### src/hdl/assert_macros.svh
// Assertion helpers shared by the echo block RTL.
// Included by files that carry concurrent checks; no other dependencies.
`ifndef ASSERT_MACROS_SVH
`define ASSERT_MACROS_SVH

// Same-cycle implication, checked outside reset.
`define ASSERT_SAME(label, clk, rst, ante, cons) \
  label: assert property (@(posedge clk) disable iff (rst) (ante) |-> (cons)) \
    else $error("same-cycle check failed");

// Next-cycle implication, checked outside reset.
`define ASSERT_NEXT(label, clk, rst, ante, cons) \
  label: assert property (@(posedge clk) disable iff (rst) (ante) |=> (cons)) \
    else $error("next-cycle check failed");

`endif

### src/hdl/sme_pkg.sv
// Shared constants and types for the stereo multitap echo block.
// No dependencies; used by the tap accumulator and the top level.
`timescale 1ns / 1ps
`default_nettype none

package sme_pkg;

  // Fixed field widths of the configuration registers
  localparam int GAIN_BITS      = 15;
  localparam int GAIN_FRAC      = 15;
  localparam int SPACING_BITS   = 11;
  localparam int TAPS_BITS      = 3;
  localparam int CFG_INDEX_BITS = 2;
  localparam int CFG_DATA_BITS  = 15;

  // Register indexes on the configuration port
  localparam logic [CFG_INDEX_BITS-1:0] REG_TAP_GAIN    = 2'd0;
  localparam logic [CFG_INDEX_BITS-1:0] REG_TAP_SPACING = 2'd1;
  localparam logic [CFG_INDEX_BITS-1:0] REG_TAPS_IN_USE = 2'd2;

  // Reset values of the registers
  localparam logic [GAIN_BITS-1:0]    GAIN_RESET    = 15'd9830;
  localparam logic [SPACING_BITS-1:0] SPACING_RESET = 11'd2000;
  localparam logic [TAPS_BITS-1:0]    TAPS_RESET    = 3'd4;

  // Control that travels with the store read data into the accumulator
  typedef struct packed {
    logic clear;   // start of a new request: zero the sums
    logic vld;     // store read data is a tap
    logic keep;    // entry has been written; otherwise it reads as zero
  } mac_ctl_t;

endpackage

`default_nettype wire

### src/hdl/sme_mac.sv
// Tap accumulator: gain multiply, per-channel sum, floor shift and saturation.
// Uses sme_pkg (gain format, mac_ctl_t).
`timescale 1ns / 1ps
`default_nettype none

module sme_mac #(
  parameter int SAMPLE_BITS = 16,
  parameter int MAX_TAPS    = 4
) (
  input  wire logic                               clk,
  input  wire logic                               rst,
  input  wire sme_pkg::mac_ctl_t                  ctl,
  input  wire logic signed [SAMPLE_BITS-1:0]      data_left,
  input  wire logic signed [SAMPLE_BITS-1:0]      data_right,
  input  wire logic        [sme_pkg::GAIN_BITS-1:0] gain,
  output logic                                    busy,
  output logic signed [SAMPLE_BITS-1:0]           res_left,
  output logic signed [SAMPLE_BITS-1:0]           res_right
);

  localparam int PROD_W = SAMPLE_BITS + sme_pkg::GAIN_BITS + 1;
  localparam int ACC_W  = PROD_W + $clog2(MAX_TAPS) + 1;
  localparam int SH_W   = ACC_W - sme_pkg::GAIN_FRAC;

  logic signed [SAMPLE_BITS-1:0] op_left, op_right;
  logic signed [PROD_W-1:0]      prod_left, prod_right;
  logic                          prod_vld;
  logic signed [ACC_W-1:0]       acc_left, acc_right;
  logic signed [SH_W-1:0]        sh_left, sh_right;

  // Entries never written read as zero
  assign op_left  = ctl.keep ? data_left  : '0;
  assign op_right = ctl.keep ? data_right : '0;

  // Product stage
  always_ff @(posedge clk) begin
    prod_left  <= PROD_W'(op_left)  * PROD_W'($signed({1'b0, gain}));
    prod_right <= PROD_W'(op_right) * PROD_W'($signed({1'b0, gain}));
    if (rst) begin
      prod_vld <= 1'b0;
    end else begin
      prod_vld <= ctl.vld;
    end
  end

  // Sum stage
  always_ff @(posedge clk) begin
    if (ctl.clear) begin
      acc_left  <= '0;
      acc_right <= '0;
    end else if (prod_vld) begin
      acc_left  <= acc_left  + ACC_W'(prod_left);
      acc_right <= acc_right + ACC_W'(prod_right);
    end
  end

  assign busy = prod_vld;

  // Floor shift back to sample scale, then clamp
  assign sh_left  = SH_W'(acc_left  >>> sme_pkg::GAIN_FRAC);
  assign sh_right = SH_W'(acc_right >>> sme_pkg::GAIN_FRAC);

  always_comb begin
    if (sh_left[SH_W-1:SAMPLE_BITS-1] != {(SH_W-SAMPLE_BITS+1){sh_left[SH_W-1]}}) begin
      res_left = sh_left[SH_W-1] ? {1'b1, {(SAMPLE_BITS-1){1'b0}}}
                                 : {1'b0, {(SAMPLE_BITS-1){1'b1}}};
    end else begin
      res_left = sh_left[SAMPLE_BITS-1:0];
    end
    if (sh_right[SH_W-1:SAMPLE_BITS-1] != {(SH_W-SAMPLE_BITS+1){sh_right[SH_W-1]}}) begin
      res_right = sh_right[SH_W-1] ? {1'b1, {(SAMPLE_BITS-1){1'b0}}}
                                   : {1'b0, {(SAMPLE_BITS-1){1'b1}}};
    end else begin
      res_right = sh_right[SAMPLE_BITS-1:0];
    end
  end

endmodule

`default_nettype wire

### config.mk
export PLATFORM = sky130hd
export DESIGN_NAME = sme_mac
export DESIGN_NICKNAME = d
export VERILOG_FILES = /design/src/hdl/assert_macros.svh /design/src/hdl/sme_pkg.sv /design/src/hdl/sme_mac.sv
export SDC_FILE = /design/constraint.sdc
export NUM_CORES = 2
export LEC_CHECK = 0
export BUFFER_PORTS_ARGS = -buffer_cell sky130_fd_sc_hd__buf_2
export CAP_MARGIN = 0
export CORE_MARGIN = 8
export CORE_UTILIZATION = 55
export DETAILED_ROUTE_END_ITERATION = 6
export PLACE_DENSITY = 0.82
export SKIP_CTS_REPAIR_TIMING = 1
export SYNTH_ARGS = -nofsm -noshare
export SYNTH_HDL_FRONTEND = slang
export SYNTH_SLANG_ARGS = --single-unit
### constraint.sdc
create_clock -name clk -period 9.5 [get_ports clk]
set_input_delay 1.425 -clock clk [delete_from_list [all_inputs] [get_ports clk]]
set_output_delay 1.425 -clock clk [all_outputs]
set_load 0.02 [all_outputs]
==> flow_summary_export.csv <==
group,metric,value,unit
timing,maxSlewViolCount,0,
setup_path,r2r_cells,11,
die,core_area,47400,µm²
setup_path,critical-path-max-stage-delay,0.71,ns
finish,multi_input_area,20800,µm²
timing,setup_viol,0,
finish,final_nets,3681,
setup_path,path_cells,"buf_4 -> buf_12 -> and2_1 -> nand2_1 -> fa_1 -> fa_1 -> fa_1 -> inv_1 -> fa_1 -> fa_1 -> inv_1 -> fa_1 -> inv_1 -> ha_1 -> a2111oi_0 -> o211ai_1 -> o21ai_1 -> a21oi_1 -> or3_1 -> a31o_2 -> a21oi_1 -> xnor2_1",
drt,routed_via_density,5.68,
logic_synthesis,syn_inst,2930,
drt,drt_iter0_drc,1612,
placement,dp.cells,3499,
cts,cts_max_level,4,
logic_synthesis,ys_seq_elements,135,
logic_synthesis,yosysWarnings,0,
timing,tns,0,ns
logic_synthesis,async_reset_ff_share,0,%
die,core.rowCount,80,
drt,vias,20100,
timing,final_hold_viol_count,0,
die,die_w,234,µm
logic_synthesis,syn_area,26200,µm²
timing,fin_skew,0.0138,ns
cts,clkTransAtPathRegs,0.06,ns
global_route,grt_max_degree,135,
setup_path,arrival,8.41,ns
placement,io_buffers,84,
setup_path,cpMostUsedCell,"fa_1",
setup_path,setup.worst_path.start_class,"input pin",
power,p_per_area,287,nW/µm²
logic_synthesis,yosysSeqAreaShare,10.3,%
setup_path,r2r_start,"prod_right[1]$_DFF_P_",
worst_hold_path,whs_path_depth,2,
cts,cts_tree,"done",
finish,fin_cells,3535,
global_route,grt_first_pass_wirelength,101000,µm
drt,ant_nets,0,
drt,drcViolationCount,0,
finish,fin_area,27600,µm²
setup_path,worst_ep_required_time,9.88,ns
timing,fin_crit,8.03,ns
global_route,grt_pass1_vias,20600,
job,drv_cap,0,
drt,wl,60600,µm
logic_synthesis,synthDistinctLibCells,78,
finish,drive_above_1_share,5.21,%
logic_synthesis,synthFlopType,"dfxtp_1",
logic_synthesis,synth_edf_count,0,
worst_hold_path,min_path_type,"register to register",
power,peakVddDrop,269,µV
setup_path,cp_top_family,"adder cells",
setup_path,end_kind,"register",
setup_path,cp.buffers_inverters,5,
timing,rsz0062_at_grt,"false",
setup_path,timing_worst_setup_path_type,"input pin to register",
die,die_y,234,µm
global_route,grt_usage,22.9,%
die,die-area,55000,µm²
finish,regArea,2700,µm²
placement,post_dp_cell_area,27000,µm²
cts,numCtsBuffers,17,
finish,fillerInstances,4159,
die,start_util,55.3,%
setup_path,cp_slowest_cell,"buf_4",
placement,globalplace.congestion,0.927,
timing,fmax,0.124,GHz
cts,clock_latency,0.44,ns
die,io_pins,85,
cts,cts_buffer_depth,2,
timing,post-route-period-util,84.6,%
global_route,busiest_layer,"met2",
finish,final_common_cell,"inv_1",
logic_synthesis,syn_nets,3708,
timing,slew_headroom,25.3,%
global_route,antenna_found_initial,6,
global_route,use_met2,36.9,%
setup_path,crit_fanout,134,
cts,root_buffer,"clkbuf_16",
finish,synthToLayoutAreaGrowth,5.09,%
global_route,met3_usage,4.05,%
placement,hpwlAfterDp,48400,µm
setup_path,r2r_setup_slack,6.10,ns
drt,avgRoutedWirePerCell,17.1,µm
worst_hold_path,hp-start,"acc_right[6]$_SDFFE_PP0P_",
setup_path,crit-reg2reg-capture,"acc_right[23]$_SDFFE_PP0P_",
power,power.leakage,14.9,nW
timing,tightestPinTransition,1.11,ns
global_route,grtUsageMet1,31.5,%
cts,clock_sinks,135,
global_route,overflow,0,
status,status,"finished, final reports clean",
drt,first_pass_iters,5,
logic_synthesis,syn_avg_cell_area,8.96,µm²
worst_hold_path,min_to,"acc_right[6]$_SDFFE_PP0P_",
finish,layout_common_cells,"590 x inv_1, 494 x fa_1, 293 x nand2_1, 259 x and3_1, 232 x ha_1",
[sequential cells by signal (all words and copies together), names as in the netlist]
name	cells
prod_right	32
acc_right	35
busy	1
prod_left	32
acc_left	35
[stage by stage]
stage	setup WS [ns]	utilization, %	hold WS, ns	power, mW
2_1_floorplan	2.16	-	0.445	5.87
3_3_place_gp	1.24	56.9	0.454	7.03
3_5_place_dp	1.08	56.9	0.468	7.22
4_1_cts	1.54	58.1	0.477	7.95
5_1_grt	1.09	58.1	0.519	8.81
6_report	1.47	58.1	0.476	7.91
[metal layers]
| layer | routed length [µm] | up-vias |
|---|---|---|
| met1 | 26200 | 9954 |
| met5 | 41 | - |
| met4 | 1460 | 6 |
| met3 | 4790 | 119 |
| li1 | - | 9247 |
| met2 | 28100 | 744 |
[synth_stat cells (11+ instances only)]
master,n,share of area [%]
nor2_1,117,1.7
nor3_1,20,0.38
a21oi_1,101,1.9
xnor2_1,79,2.6
xor2_1,39,1.3
nand2_1,293,4.2
o21bai_1,15,0.43
a31o_2,11,0.37
mux2i_1,33,1.3
o21a_1,13,0.37
fa_1,494,38
a21o_1,85,2.4
dfxtp_1,135,10
a211oi_1,20,0.57
o21ai_0,44,0.84
clkbuf_1,134,1.9
nand2b_1,14,0.33
nand3_1,31,0.59
and3_1,259,6.2
ha_1,232,11
and2_1,33,0.79
inv_1,590,8.4
[tightest hold or removal path: cells and delay by family, from the launching register on]
kind | cells | cell delay [ns]
simple gates | 1 | 0.06
flops | 1 | 0.31
compound gates | 1 | 0.05
[power breakdown]
group	internal, mW	switching, mW
clock network	0.388	0.273
logic	2.69	3.56
registers	0.837	0.156
total	3.92	3.99
[final cells by class]
type	instances	area share, %
Multi-Input combinational cell	2068	75.5
Clock buffer	18	1.56
Clock inverter	14	0.549
Tap cell	615	2.79
Antenna cell	4	0.0363
Timing Repair Buffer	91	1.77
Inverter	590	8.03
Sequential cell	135	9.81
[cells by family (layout without fill, tap and decap cells)]
kind of cell / Yosys count / in the layout / share of synthesized area, %
buffers and inverters: 727 / 713 / 10.4
muxes: 34 / 34 / 1.30
AOI/OAI and AO/OA: 374 / 374 / 9.83
adders and majority gates: 726 / 726 / 48.8
xor gates and xnor gates: 118 / 118 / 3.94
and+or+nand+nor: 816 / 816 / 15.5
DFF: 135 / 135 / 10.3
other: 0 / 4 / 0
[worst max-delay path by stage]
stage               cells after the start                     end   start  slack [ns]
global placement                       22   prod_left[29]$_DFF_P_  ctl[0]        1.24
finish                                 22   prod_left[29]$_DFF_P_  ctl[0]        1.47
CTS                                    22   prod_left[29]$_DFF_P_  ctl[0]        1.54
global route                           22   prod_left[29]$_DFF_P_  ctl[0]        1.09
detailed placement                     22   prod_left[29]$_DFF_P_  ctl[0]        1.08
floorplan                              24  prod_right[30]$_DFF_P_  ctl[0]        2.16
Note: power is estimated with default switching activity, not from simulation.
